File: src/rtl/core/tsci_pkg.sv
// Shared types, constants and helpers of the touch stroke calibration block.
package tsci_pkg;

	localparam int RAW_W   = 10;
	localparam int SIZE_W  = 11;
	localparam int COORD_W = 12;
	localparam int REG_W   = 11;
	localparam int IDX_W   = 3;
	localparam int STEP_W  = 3;

	// register indexes on the write port
	localparam logic [IDX_W-1:0] REG_X_MIN  = 3'd0;
	localparam logic [IDX_W-1:0] REG_X_MAX  = 3'd1;
	localparam logic [IDX_W-1:0] REG_Y_MIN  = 3'd2;
	localparam logic [IDX_W-1:0] REG_Y_MAX  = 3'd3;
	localparam logic [IDX_W-1:0] REG_WIDTH  = 3'd4;
	localparam logic [IDX_W-1:0] REG_HEIGHT = 3'd5;
	localparam logic [IDX_W-1:0] REG_JITTER = 3'd6;

	// register reset values
	localparam logic [RAW_W-1:0]  RST_X_MIN  = 10'd190;
	localparam logic [RAW_W-1:0]  RST_X_MAX  = 10'd850;
	localparam logic [RAW_W-1:0]  RST_Y_MIN  = 10'd345;
	localparam logic [RAW_W-1:0]  RST_Y_MAX  = 10'd690;
	localparam logic [SIZE_W-1:0] RST_WIDTH  = 11'd480;
	localparam logic [SIZE_W-1:0] RST_HEIGHT = 11'd275;
	localparam logic [RAW_W-1:0]  RST_JITTER = 10'd5;

	localparam logic signed [COORD_W-1:0] SAT_MAX = 12'sh7FF;
	localparam logic signed [COORD_W-1:0] SAT_MIN = 12'sh800;

	// subdivision points in emission order
	localparam logic [STEP_W-1:0] PT_M  = 3'd0;
	localparam logic [STEP_W-1:0] PT_M1 = 3'd1;
	localparam logic [STEP_W-1:0] PT_M2 = 3'd2;
	localparam logic [STEP_W-1:0] PT_M3 = 3'd3;
	localparam logic [STEP_W-1:0] PT_M4 = 3'd4;
	localparam logic [STEP_W-1:0] PT_M5 = 3'd5;
	localparam logic [STEP_W-1:0] PT_M6 = 3'd6;

	typedef struct packed {
		logic             kind;
		logic [RAW_W-1:0] raw_x;
		logic [RAW_W-1:0] raw_y;
	} in_beat_t;

	typedef struct packed {
		logic signed [COORD_W-1:0] screen_x;
		logic signed [COORD_W-1:0] screen_y;
		logic                      last;
	} out_beat_t;

	typedef struct packed {
		logic              accept;
		logic              scale_start;
		logic              scale_prev;
		logic              store_b;
		logic              store_a;
		logic              emit_load;
		logic              emit_single;
		logic [STEP_W-1:0] emit_step;
	} cmd_t;

	typedef struct packed {
		logic kind;
		logic jump;
		logic scale_done;
		logic out_free;
	} sts_t;

	// (p+q)/2, truncated toward zero
	function automatic logic signed [COORD_W-1:0] half_sum(
		input logic signed [COORD_W-1:0] p,
		input logic signed [COORD_W-1:0] q
	);
		logic [COORD_W:0] s;
		logic [COORD_W:0] t;
		s = {p[COORD_W-1], p} + {q[COORD_W-1], q};
		t = s + {{COORD_W{1'b0}}, s[COORD_W]};
		return $signed(t[COORD_W:1]);
	endfunction

endpackage

File: src/rtl/core/tsci_scale.sv
// One axis scaling lane: multiply, then restoring divide with saturation.
module tsci_scale (
	input  logic                                 clk,
	input  logic                                 arst_n,
	input  logic                                 start,
	input  logic [tsci_pkg::RAW_W-1:0]           raw,
	input  logic [tsci_pkg::RAW_W-1:0]           lo,
	input  logic [tsci_pkg::RAW_W-1:0]           hi,
	input  logic [tsci_pkg::SIZE_W-1:0]          size,
	output logic                                 done,
	output logic signed [tsci_pkg::COORD_W-1:0]  result
);
	import tsci_pkg::*;

	localparam int PROD_W = RAW_W + SIZE_W + 2;
	localparam int REM_W  = RAW_W + COORD_W;
	localparam int BIT_W  = $clog2(COORD_W);
	localparam logic [1:0] PH_IDLE = 2'd0;
	localparam logic [1:0] PH_ABS  = 2'd1;
	localparam logic [1:0] PH_DIV  = 2'd2;
	localparam logic [1:0] PH_DONE = 2'd3;
	localparam logic [COORD_W-1:0] NEG_LIM = COORD_W'(1) << (COORD_W - 1);

	logic [1:0]               ph_q;
	logic [BIT_W-1:0]         bit_q;
	logic signed [RAW_W:0]    diff;
	logic signed [PROD_W-1:0] prod;
	logic signed [PROD_W-1:0] prod_q;
	logic [PROD_W-1:0]        prod_abs;
	logic [RAW_W-1:0]         den_q;
	logic                     empty_q;
	logic                     neg_q;
	logic                     ovf_q;
	logic [REM_W-1:0]         rem_q;
	logic [REM_W-1:0]         trial;
	logic [COORD_W-1:0]       quo_q;

	assign diff     = $signed({1'b0, raw}) - $signed({1'b0, lo});
	assign prod     = diff * $signed({1'b0, size});
	assign prod_abs = prod_q[PROD_W-1] ? PROD_W'(-prod_q) : PROD_W'(prod_q);
	assign trial    = REM_W'(den_q) << bit_q;
	assign done     = (ph_q == PH_DONE);

	always_ff @(posedge clk or negedge arst_n) begin
		if (!arst_n) begin
			ph_q  <= PH_IDLE;
			bit_q <= '0;
		end else begin
			case (ph_q)
				PH_IDLE: begin
					if (start) ph_q <= PH_ABS;
				end
				PH_ABS: begin
					ph_q  <= PH_DIV;
					bit_q <= BIT_W'(COORD_W - 1);
				end
				PH_DIV: begin
					if (bit_q == '0) ph_q <= PH_DONE;
					else bit_q <= bit_q - 1'b1;
				end
				PH_DONE: ph_q <= PH_IDLE;
				default: ph_q <= PH_IDLE;
			endcase
		end
	end

	always_ff @(posedge clk) begin
		if (ph_q == PH_IDLE && start) begin
			prod_q  <= prod;
			den_q   <= hi - lo;
			empty_q <= (hi <= lo);
		end
		if (ph_q == PH_ABS) begin
			rem_q <= prod_abs[REM_W-1:0];
			neg_q <= prod_q[PROD_W-1];
			ovf_q <= (prod_abs[REM_W-1:0] >= {den_q, {COORD_W{1'b0}}});
			quo_q <= '0;
		end
		if (ph_q == PH_DIV && rem_q >= trial) begin
			rem_q        <= rem_q - trial;
			quo_q[bit_q] <= 1'b1;
		end
	end

	always_comb begin
		if (empty_q)
			result = '0;
		else if (!neg_q)
			result = (ovf_q || quo_q[COORD_W-1]) ? SAT_MAX : $signed(quo_q);
		else if (ovf_q || quo_q > NEG_LIM)
			result = SAT_MIN;
		else
			result = $signed(COORD_W'(-quo_q));
	end

endmodule

File: src/rtl/core/tsci_datapath.sv
// Datapath: registers, sample state, two scaling lanes, midpoints, output stage.
module tsci_datapath (
	input  logic                         clk,
	input  logic                         arst_n,
	input  tsci_pkg::in_beat_t           sample,
	input  logic                         wr_en,
	input  logic [tsci_pkg::IDX_W-1:0]   wr_index,
	input  logic [tsci_pkg::REG_W-1:0]   wr_data,
	input  tsci_pkg::cmd_t               cmd,
	output tsci_pkg::sts_t               sts,
	output logic                         point_valid,
	input  logic                         point_ready,
	output tsci_pkg::out_beat_t          point
);
	import tsci_pkg::*;

	logic [RAW_W-1:0]  x_min_q, x_max_q, y_min_q, y_max_q, jitter_q;
	logic [SIZE_W-1:0] width_q, height_q;
	logic [RAW_W-1:0]  prev_x_q, prev_y_q;
	logic [RAW_W-1:0]  cur_x_q, cur_y_q, old_x_q, old_y_q;
	logic              kind_q, jump_q;
	logic [RAW_W-1:0]  dx, dy;
	logic [RAW_W-1:0]  lane_raw_x, lane_raw_y;
	logic              done_x, done_y;
	logic signed [COORD_W-1:0] res_x, res_y;
	logic signed [COORD_W-1:0] a_x_q, a_y_q, b_x_q, b_y_q;
	logic signed [COORD_W-1:0] m_x_q, m_y_q, m1_x_q, m1_y_q, m2_x_q, m2_y_q;
	logic signed [COORD_W-1:0] px, py, qx, qy, mid_x, mid_y;
	logic              out_valid_q;
	out_beat_t         out_q;

	// configuration registers
	always_ff @(posedge clk or negedge arst_n) begin
		if (!arst_n) begin
			x_min_q  <= RST_X_MIN;
			x_max_q  <= RST_X_MAX;
			y_min_q  <= RST_Y_MIN;
			y_max_q  <= RST_Y_MAX;
			width_q  <= RST_WIDTH;
			height_q <= RST_HEIGHT;
			jitter_q <= RST_JITTER;
		end else if (wr_en) begin
			case (wr_index)
				REG_X_MIN:  x_min_q  <= wr_data[RAW_W-1:0];
				REG_X_MAX:  x_max_q  <= wr_data[RAW_W-1:0];
				REG_Y_MIN:  y_min_q  <= wr_data[RAW_W-1:0];
				REG_Y_MAX:  y_max_q  <= wr_data[RAW_W-1:0];
				REG_WIDTH:  width_q  <= wr_data[SIZE_W-1:0];
				REG_HEIGHT: height_q <= wr_data[SIZE_W-1:0];
				REG_JITTER: jitter_q <= wr_data[RAW_W-1:0];
				default: ;
			endcase
		end
	end

	assign dx = (sample.raw_x >= prev_x_q) ? sample.raw_x - prev_x_q : prev_x_q - sample.raw_x;
	assign dy = (sample.raw_y >= prev_y_q) ? sample.raw_y - prev_y_q : prev_y_q - sample.raw_y;

	always_ff @(posedge clk or negedge arst_n) begin
		if (!arst_n) begin
			prev_x_q <= '0;
			prev_y_q <= '0;
			kind_q   <= 1'b0;
			jump_q   <= 1'b0;
		end else if (cmd.accept) begin
			prev_x_q <= sample.raw_x;
			prev_y_q <= sample.raw_y;
			kind_q   <= sample.kind;
			jump_q   <= (dx > jitter_q) || (dy > jitter_q);
		end
	end

	always_ff @(posedge clk) begin
		if (cmd.accept) begin
			cur_x_q <= sample.raw_x;
			cur_y_q <= sample.raw_y;
			old_x_q <= prev_x_q;
			old_y_q <= prev_y_q;
		end
	end

	assign lane_raw_x = cmd.scale_prev ? old_x_q : cur_x_q;
	assign lane_raw_y = cmd.scale_prev ? old_y_q : cur_y_q;

	tsci_scale u_scale_x (
		.clk    (clk),
		.arst_n (arst_n),
		.start  (cmd.scale_start),
		.raw    (lane_raw_x),
		.lo     (x_min_q),
		.hi     (x_max_q),
		.size   (width_q),
		.done   (done_x),
		.result (res_x)
	);

	tsci_scale u_scale_y (
		.clk    (clk),
		.arst_n (arst_n),
		.start  (cmd.scale_start),
		.raw    (lane_raw_y),
		.lo     (y_min_q),
		.hi     (y_max_q),
		.size   (height_q),
		.done   (done_y),
		.result (res_y)
	);

	always_ff @(posedge clk) begin
		if (cmd.store_b) begin
			b_x_q <= res_x;
			b_y_q <= res_y;
		end
		if (cmd.store_a) begin
			a_x_q <= res_x;
			a_y_q <= res_y;
		end
	end

	// operand pair of the point being emitted
	always_comb begin
		px = b_x_q;  py = b_y_q;
		qx = a_x_q;  qy = a_y_q;
		case (cmd.emit_step)
			PT_M: begin
				px = b_x_q;  py = b_y_q;  qx = a_x_q;  qy = a_y_q;
			end
			PT_M1: begin
				px = m_x_q;  py = m_y_q;  qx = a_x_q;  qy = a_y_q;
			end
			PT_M2: begin
				px = m_x_q;  py = m_y_q;  qx = b_x_q;  qy = b_y_q;
			end
			PT_M3: begin
				px = a_x_q;  py = a_y_q;  qx = m1_x_q; qy = m1_y_q;
			end
			PT_M4: begin
				px = m_x_q;  py = m_y_q;  qx = m1_x_q; qy = m1_y_q;
			end
			PT_M5: begin
				px = m_x_q;  py = m_y_q;  qx = m2_x_q; qy = m2_y_q;
			end
			PT_M6: begin
				px = m2_x_q; py = m2_y_q; qx = b_x_q;  qy = b_y_q;
			end
			default: ;
		endcase
	end

	assign mid_x = half_sum(px, qx);
	assign mid_y = half_sum(py, qy);

	always_ff @(posedge clk) begin
		if (cmd.emit_load && !cmd.emit_single) begin
			if (cmd.emit_step == PT_M) begin
				m_x_q <= mid_x;
				m_y_q <= mid_y;
			end
			if (cmd.emit_step == PT_M1) begin
				m1_x_q <= mid_x;
				m1_y_q <= mid_y;
			end
			if (cmd.emit_step == PT_M2) begin
				m2_x_q <= mid_x;
				m2_y_q <= mid_y;
			end
		end
	end

	// output stage
	always_ff @(posedge clk or negedge arst_n) begin
		if (!arst_n)
			out_valid_q <= 1'b0;
		else if (cmd.emit_load)
			out_valid_q <= 1'b1;
		else if (point_ready)
			out_valid_q <= 1'b0;
	end

	always_ff @(posedge clk) begin
		if (cmd.emit_load) begin
			out_q.screen_x <= cmd.emit_single ? b_x_q : mid_x;
			out_q.screen_y <= cmd.emit_single ? b_y_q : mid_y;
			out_q.last     <= cmd.emit_single || (cmd.emit_step == PT_M6);
		end
	end

	assign point_valid    = out_valid_q;
	assign point          = out_q;
	assign sts.kind       = kind_q;
	assign sts.jump       = jump_q;
	assign sts.scale_done = done_x & done_y;
	assign sts.out_free   = !out_valid_q || point_ready;

endmodule

File: src/rtl/core/tsci_ctrl.sv
// Controller: sequences scaling of both samples and emission of points.
module tsci_ctrl (
	input  logic            clk,
	input  logic            arst_n,
	input  logic            sample_valid,
	output logic            sample_ready,
	input  tsci_pkg::sts_t  sts,
	output tsci_pkg::cmd_t  cmd
);
	import tsci_pkg::*;

	localparam logic [2:0] S_IDLE    = 3'd0;
	localparam logic [2:0] S_START_B = 3'd1;
	localparam logic [2:0] S_WAIT_B  = 3'd2;
	localparam logic [2:0] S_START_A = 3'd3;
	localparam logic [2:0] S_WAIT_A  = 3'd4;
	localparam logic [2:0] S_EMIT    = 3'd5;

	logic [2:0]        state_q, state_d;
	logic [STEP_W-1:0] step_q, step_d;
	logic              single_q, single_d;

	always_comb begin
		state_d      = state_q;
		step_d       = step_q;
		single_d     = single_q;
		cmd          = '0;
		sample_ready = (state_q == S_IDLE);
		cmd.accept   = sample_valid && sample_ready;
		cmd.emit_step   = step_q;
		cmd.emit_single = single_q;
		case (state_q)
			S_IDLE: begin
				if (cmd.accept) state_d = S_START_B;
			end
			S_START_B: begin
				if (sts.kind && sts.jump) begin
					state_d = S_IDLE;
				end else begin
					cmd.scale_start = 1'b1;
					state_d = S_WAIT_B;
				end
			end
			S_WAIT_B: begin
				if (sts.scale_done) begin
					cmd.store_b = 1'b1;
					step_d      = PT_M;
					if (!sts.kind) begin
						single_d = 1'b1;
						state_d  = S_EMIT;
					end else begin
						single_d = 1'b0;
						state_d  = S_START_A;
					end
				end
			end
			S_START_A: begin
				cmd.scale_start = 1'b1;
				cmd.scale_prev  = 1'b1;
				state_d = S_WAIT_A;
			end
			S_WAIT_A: begin
				cmd.scale_prev = 1'b1;
				if (sts.scale_done) begin
					cmd.store_a = 1'b1;
					state_d = S_EMIT;
				end
			end
			S_EMIT: begin
				if (sts.out_free) begin
					cmd.emit_load = 1'b1;
					if (single_q || step_q == PT_M6)
						state_d = S_IDLE;
					else
						step_d = step_q + 1'b1;
				end
			end
			default: state_d = S_IDLE;
		endcase
	end

	always_ff @(posedge clk or negedge arst_n) begin
		if (!arst_n) begin
			state_q  <= S_IDLE;
			step_q   <= PT_M;
			single_q <= 1'b0;
		end else begin
			state_q  <= state_d;
			step_q   <= step_d;
			single_q <= single_d;
		end
	end

endmodule

File: src/rtl/core/touch_stroke_calibrate_interpolate_top.sv
// Top level: touch sample calibration with stroke midpoint interpolation.
// A pen-down sample gives one point; a follow-on sample inside the jitter window
//   gives a stroke of 7 points, and a follow-on sample outside it gives none.
// A new sample beat is taken only once the controller is back to idle after the
//   previous sample; each scaling lane runs a 12-step divide.
// Reset: arst_n clears control state and loads registers with their reset values.
module touch_stroke_calibrate_interpolate_top (
	input  logic                        clk,
	input  logic                        arst_n,
	// sample channel
	input  logic                        sample_valid,
	output logic                        sample_ready,
	input  tsci_pkg::in_beat_t          sample,
	// point channel
	output logic                        point_valid,
	input  logic                        point_ready,
	output tsci_pkg::out_beat_t         point,
	// register write port
	input  logic                        wr_en,
	input  logic [tsci_pkg::IDX_W-1:0]  wr_index,
	input  logic [tsci_pkg::REG_W-1:0]  wr_data
);
	import tsci_pkg::*;

	// Controller and datapath talk only through cmd and sts.
	// Each sample is scaled per axis as (raw-min)*size/(max-min): one multiply,
	// then a 12-step restoring divide with overflow check, in two lanes (x, y)
	// that run side by side. The previous sample is scaled by the same lanes
	// afterwards, only when a follow-on sample stays inside the jitter window.
	// Points leave through a single output register, so the next sample beat
	// can be taken while the last point still waits on point_ready.
	cmd_t cmd;
	sts_t sts;

	tsci_ctrl u_ctrl (
		.clk          (clk),
		.arst_n       (arst_n),
		.sample_valid (sample_valid),
		.sample_ready (sample_ready),
		.sts          (sts),
		.cmd          (cmd)
	);

	tsci_datapath u_dp (
		.clk         (clk),
		.arst_n      (arst_n),
		.sample      (sample),
		.wr_en       (wr_en),
		.wr_index    (wr_index),
		.wr_data     (wr_data),
		.cmd         (cmd),
		.sts         (sts),
		.point_valid (point_valid),
		.point_ready (point_ready),
		.point       (point)
	);

endmodule

File: config.mk
export PLATFORM = sky130hd
export DESIGN_NAME = touch_stroke_calibrate_interpolate_top
export DESIGN_NICKNAME = d
export VERILOG_FILES = /design/src/rtl/core/tsci_pkg.sv /design/src/rtl/core/tsci_scale.sv /design/src/rtl/core/tsci_datapath.sv /design/src/rtl/core/tsci_ctrl.sv /design/src/rtl/core/touch_stroke_calibrate_interpolate_top.sv
export SDC_FILE = /design/constraint.sdc
export NUM_CORES = 2
export LEC_CHECK = 0
export ABC_AREA = 1
export BUFFER_PORTS_ARGS = -buffer_cell sky130_fd_sc_hd__buf_2
export CAP_MARGIN = 10
export CORE_ASPECT_RATIO = 1.5
export CORE_MARGIN = 2
export CORE_UTILIZATION = 30
export DETAILED_ROUTE_END_ITERATION = 6
export PLACE_DENSITY = 0.47
export SYNTH_ARGS = -nofsm -noshare
export SYNTH_HDL_FRONTEND = slang
export SYNTH_SLANG_ARGS = --single-unit
File: constraint.sdc
create_clock -name clk -period 21.4 [get_ports clk]
set_input_delay 2.14 -clock clk [delete_from_list [all_inputs] [get_ports clk]]
set_output_delay 2.14 -clock clk [all_outputs]
set_load 0.005 [all_outputs]
==> results.md <==
- Die Wd: 290 µm
- Grt ovf: 0
- Prevailing post-synth register cell: edfxtp_1
- Status: finished, violations left
- Synth Area in Compound Gates: roughly 11%
- Routed wire length: about 100000 µm
- Clock tree buffer depth: 3
- Crit path time final: 7.86 ns
- Mapped Avg Cell Area: ~8.2 µm²
- Core Util, Final: 33.4%
- Simple-gate share of the synthesized area: 19.4%
- Slowest stage cell, crit path: xnor2_1
- Synth cell types: 65
- Crit share post-route: a little under two fifths
- Worst hold endpoint: u_dp.old_x_q[9]
- Mapped Area: between 30000 and 40000 µm²
- YS warnings: 0
- Design Area, Final: between 40000 and 50000 µm²
- Fmax: around 130 MHz
- Antenna fix cells: 0
- Hold path cells: 0
- Type of origin of the critical path: flip-flop
- R2R setup slack: 13.54 ns
- Die Area: 125000 µm²
- Seq cells post-synth: between 400 and 500
- Die Height: roughly 430 µm
- Postcts setup bufs: 0
- CTS sink cnt: 439
- PostCTS Resize Cnt: 0
- Global-route track usage on met3: 1.72%
- Initial Util: 30.2%
- CTS root buf: clkbuf_16
- First-pass GRT wire length: between 150000 and 200000 µm
- Most common cell after layout, fill and taps aside: nand2_1
- Register Area: 12400 µm²
- Worst path max stage delay: ~0.84 ns
- Slew @ Worst Pin: about 1.1 ns
- CP dominant cell by count: fa_1
- Worst Setup SP: u_ctrl.state_q[0]
- RSZ-0062 raised after global routing: no
- Vias in the first global route: between 20000 and 30000
- Routability Congestion: around 0.9
- Setup total negative slack: 0 ns
- DR vias: roughly 29000
- Via density: 4.71
- Post-DP HPWL: about 83000 µm
- Post-Synth Adder-Cell Area: between 20% and 30%
- Grt met1 use: 17.6%
- Largest net degree at the start of global routing: 61
- WP data arrival: 8.23 ns
- Synth async-reset ratio: about a quarter
- DR pass1 iterations: 7
- Cells after Synth: 4471
- Num CTS Buffers: 53
- FF-to-FF path depth: 28
- # nets final: 5077
- TritonCTS clock tree: done
- Kind of critical path: flip-flop to flip-flop
- Synth-to-layout area growth: 10.6%
- Fillcell total: roughly 13000
- Layout cells sized above 1: 6.81%
- M2 GR Usage: between 30% and 40%
- Clk Latency, worst-skew pair: 0.63 ns
- Antenna-violating nets left: 0
- Most frequent cells in the layout: 1014 x nand2_1, 722 x inv_1, 356 x ha_1, 353 x nor2_1, 301 x edfxtp_1
- H-tree levels: 2
- HP Class: flip-flop to flip-flop
- Post-Syn Nets: 5041
- Slew Viols, Final: 0
- Largest family of logic cells by synthesized area: adder cells
- Reg-to-Reg End: u_dp.u_scale_y.prod_q[20]
- Area of the multi-input gates: between 20000 and 25000 µm²
- Crit end category: flip-flop
- R2r startpoint: u_ctrl.state_q[0]
- Slew headroom: around 28%
- Number of cell rows: about 160
- Max_cap viols: 0
- Failing checks: design-rule violations
- DRC: 3
- Setup Viol. Count Final: 0
- Hold_buf cts: 0
- Layer carrying the most global-route usage: met2
- Post-synthesis mux area share: 0.762%
- Register area share after synthesis: 33.7%
- Placed cell areas: about 39000 µm²
- Hold Vio Cnt, Final: 0
- Post-synth EDFFs: approximately 300
- Initial DRC count: roughly 1300
- Clock Skew: ~0.024 ns
- Initial antenna violation count: 3
- Total track usage: 16.3%
- CORE AREA: 122000 µm²
- Routed wire length per instance: approximately 17 µm
- Buffers on Ports: 66
- Post-Synth XOR/XNOR Area: under 10%
- Critical path peak fanout: 23
- CTS clk-pin slew, worst paths: approximately 0.06 ns
- Worst EP required: approximately 22 ns
- Hold_sp: u_dp.prev_x_q[9]
- Top Ports: 67
through the flow:
step	instances	setup slack, ns	hold slack [ns]
2_1_floorplan	4471	14.36	0.425
3_3_place_gp	6042	13.59	0.431
6_report	6142	13.54	0.457
4_1_cts	6142	13.49	0.456
5_1_grt	6142	12.96	0.465
3_5_place_dp	6042	13.51	0.436
cell usage after synthesis (20+ instances only):
cell / instances / area share [%]
dfxtp_1: 24 / 1.3
nand4_1: 45 / 0.77
o21ai_0: 274 / 3.7
a21oi_1: 192 / 2.6
nand3_1: 179 / 2.4
dfstp_2: 31 / 2.2
dfrtp_1: 83 / 5.6
nand2_1: 1014 / 10
clkbuf_1: 68 / 0.69
xor2_1: 112 / 2.7
xnor2_1: 69 / 1.6
o21ai_1: 42 / 0.57
or2_2: 30 / 0.51
nor2_1: 360 / 3.7
edfxtp_1: 301 / 25
fa_1: 174 / 9.5
ha_1: 356 / 12
o22ai_1: 22 / 0.37
o211ai_1: 32 / 0.65
a21o_1: 20 / 0.41
inv_1: 723 / 7.4
nor3_1: 48 / 0.65
a22oi_1: 43 / 0.88
area by class of cell:
type                            count  share of cell area [%]
Clock buffer                       72                    3.87
Clock inverter                     28                   0.683
Inverter                          739                    6.82
Multi-Input combinational cell   3190                    52.1
Sequential cell                   439                    30.5
Tap cell                         1590                    4.89
Timing Repair Buffer               84                    1.15
per-layer routing:
layer	up-vias	routed length (µm)
met4	4	4920
met1	13600	40200
met2	472	54600
li1	14700	-
met3	211	2810
met5	-	24
worst max-delay path by stage:
stage | end | slack, ns
after floorplan | u_dp.u_scale_y.prod_q[20] | 14.36
after global placement | u_dp.u_scale_y.prod_q[20] | 13.59
after detailed placement | u_dp.u_scale_y.prod_q[20] | 13.51
after CTS | u_dp.u_scale_y.prod_q[20] | 13.49
after global routing | u_dp.u_scale_y.prod_q[20] | 12.96
final | u_dp.u_scale_y.prod_q[20] | 13.54
flip-flops by register name, indices dropped and copies added, names as in the netlist, 22 cells and up:
signal,cells
u_dp.point,25
u_dp.u_scale_x.prod_q,23
u_dp.u_scale_x.rem_q,22
u_dp.u_scale_y.prod_q,23
u_dp.u_scale_y.rem_q,22
worst max-delay path: cells and delay by family (launching register included):
kind / cells / cell delay [ns]
buf+inv: 5 / 0.56
fa+ha+maj: 7 / 3.15
flops: 1 / 0.41
compound gates: 6 / 1.15
simple gates: 8 / 1.09
mux: 1 / 0.38
xor+xnor: 1 / 0.84
cells by family (layout without fill, tap and decap cells):
family | count (synthesis) | after routing
compound gates | 725 | 725
xor+xnor | 182 | 182
fa+ha+maj | 530 | 530
buf+inv | 842 | 923
flops | 439 | 439
mux | 26 | 26
simple gates | 1727 | 1727
Power is left out: the tool's default activity adds up to more than one toggle a clock period on the data nets, which glitch-free logic cannot reach.
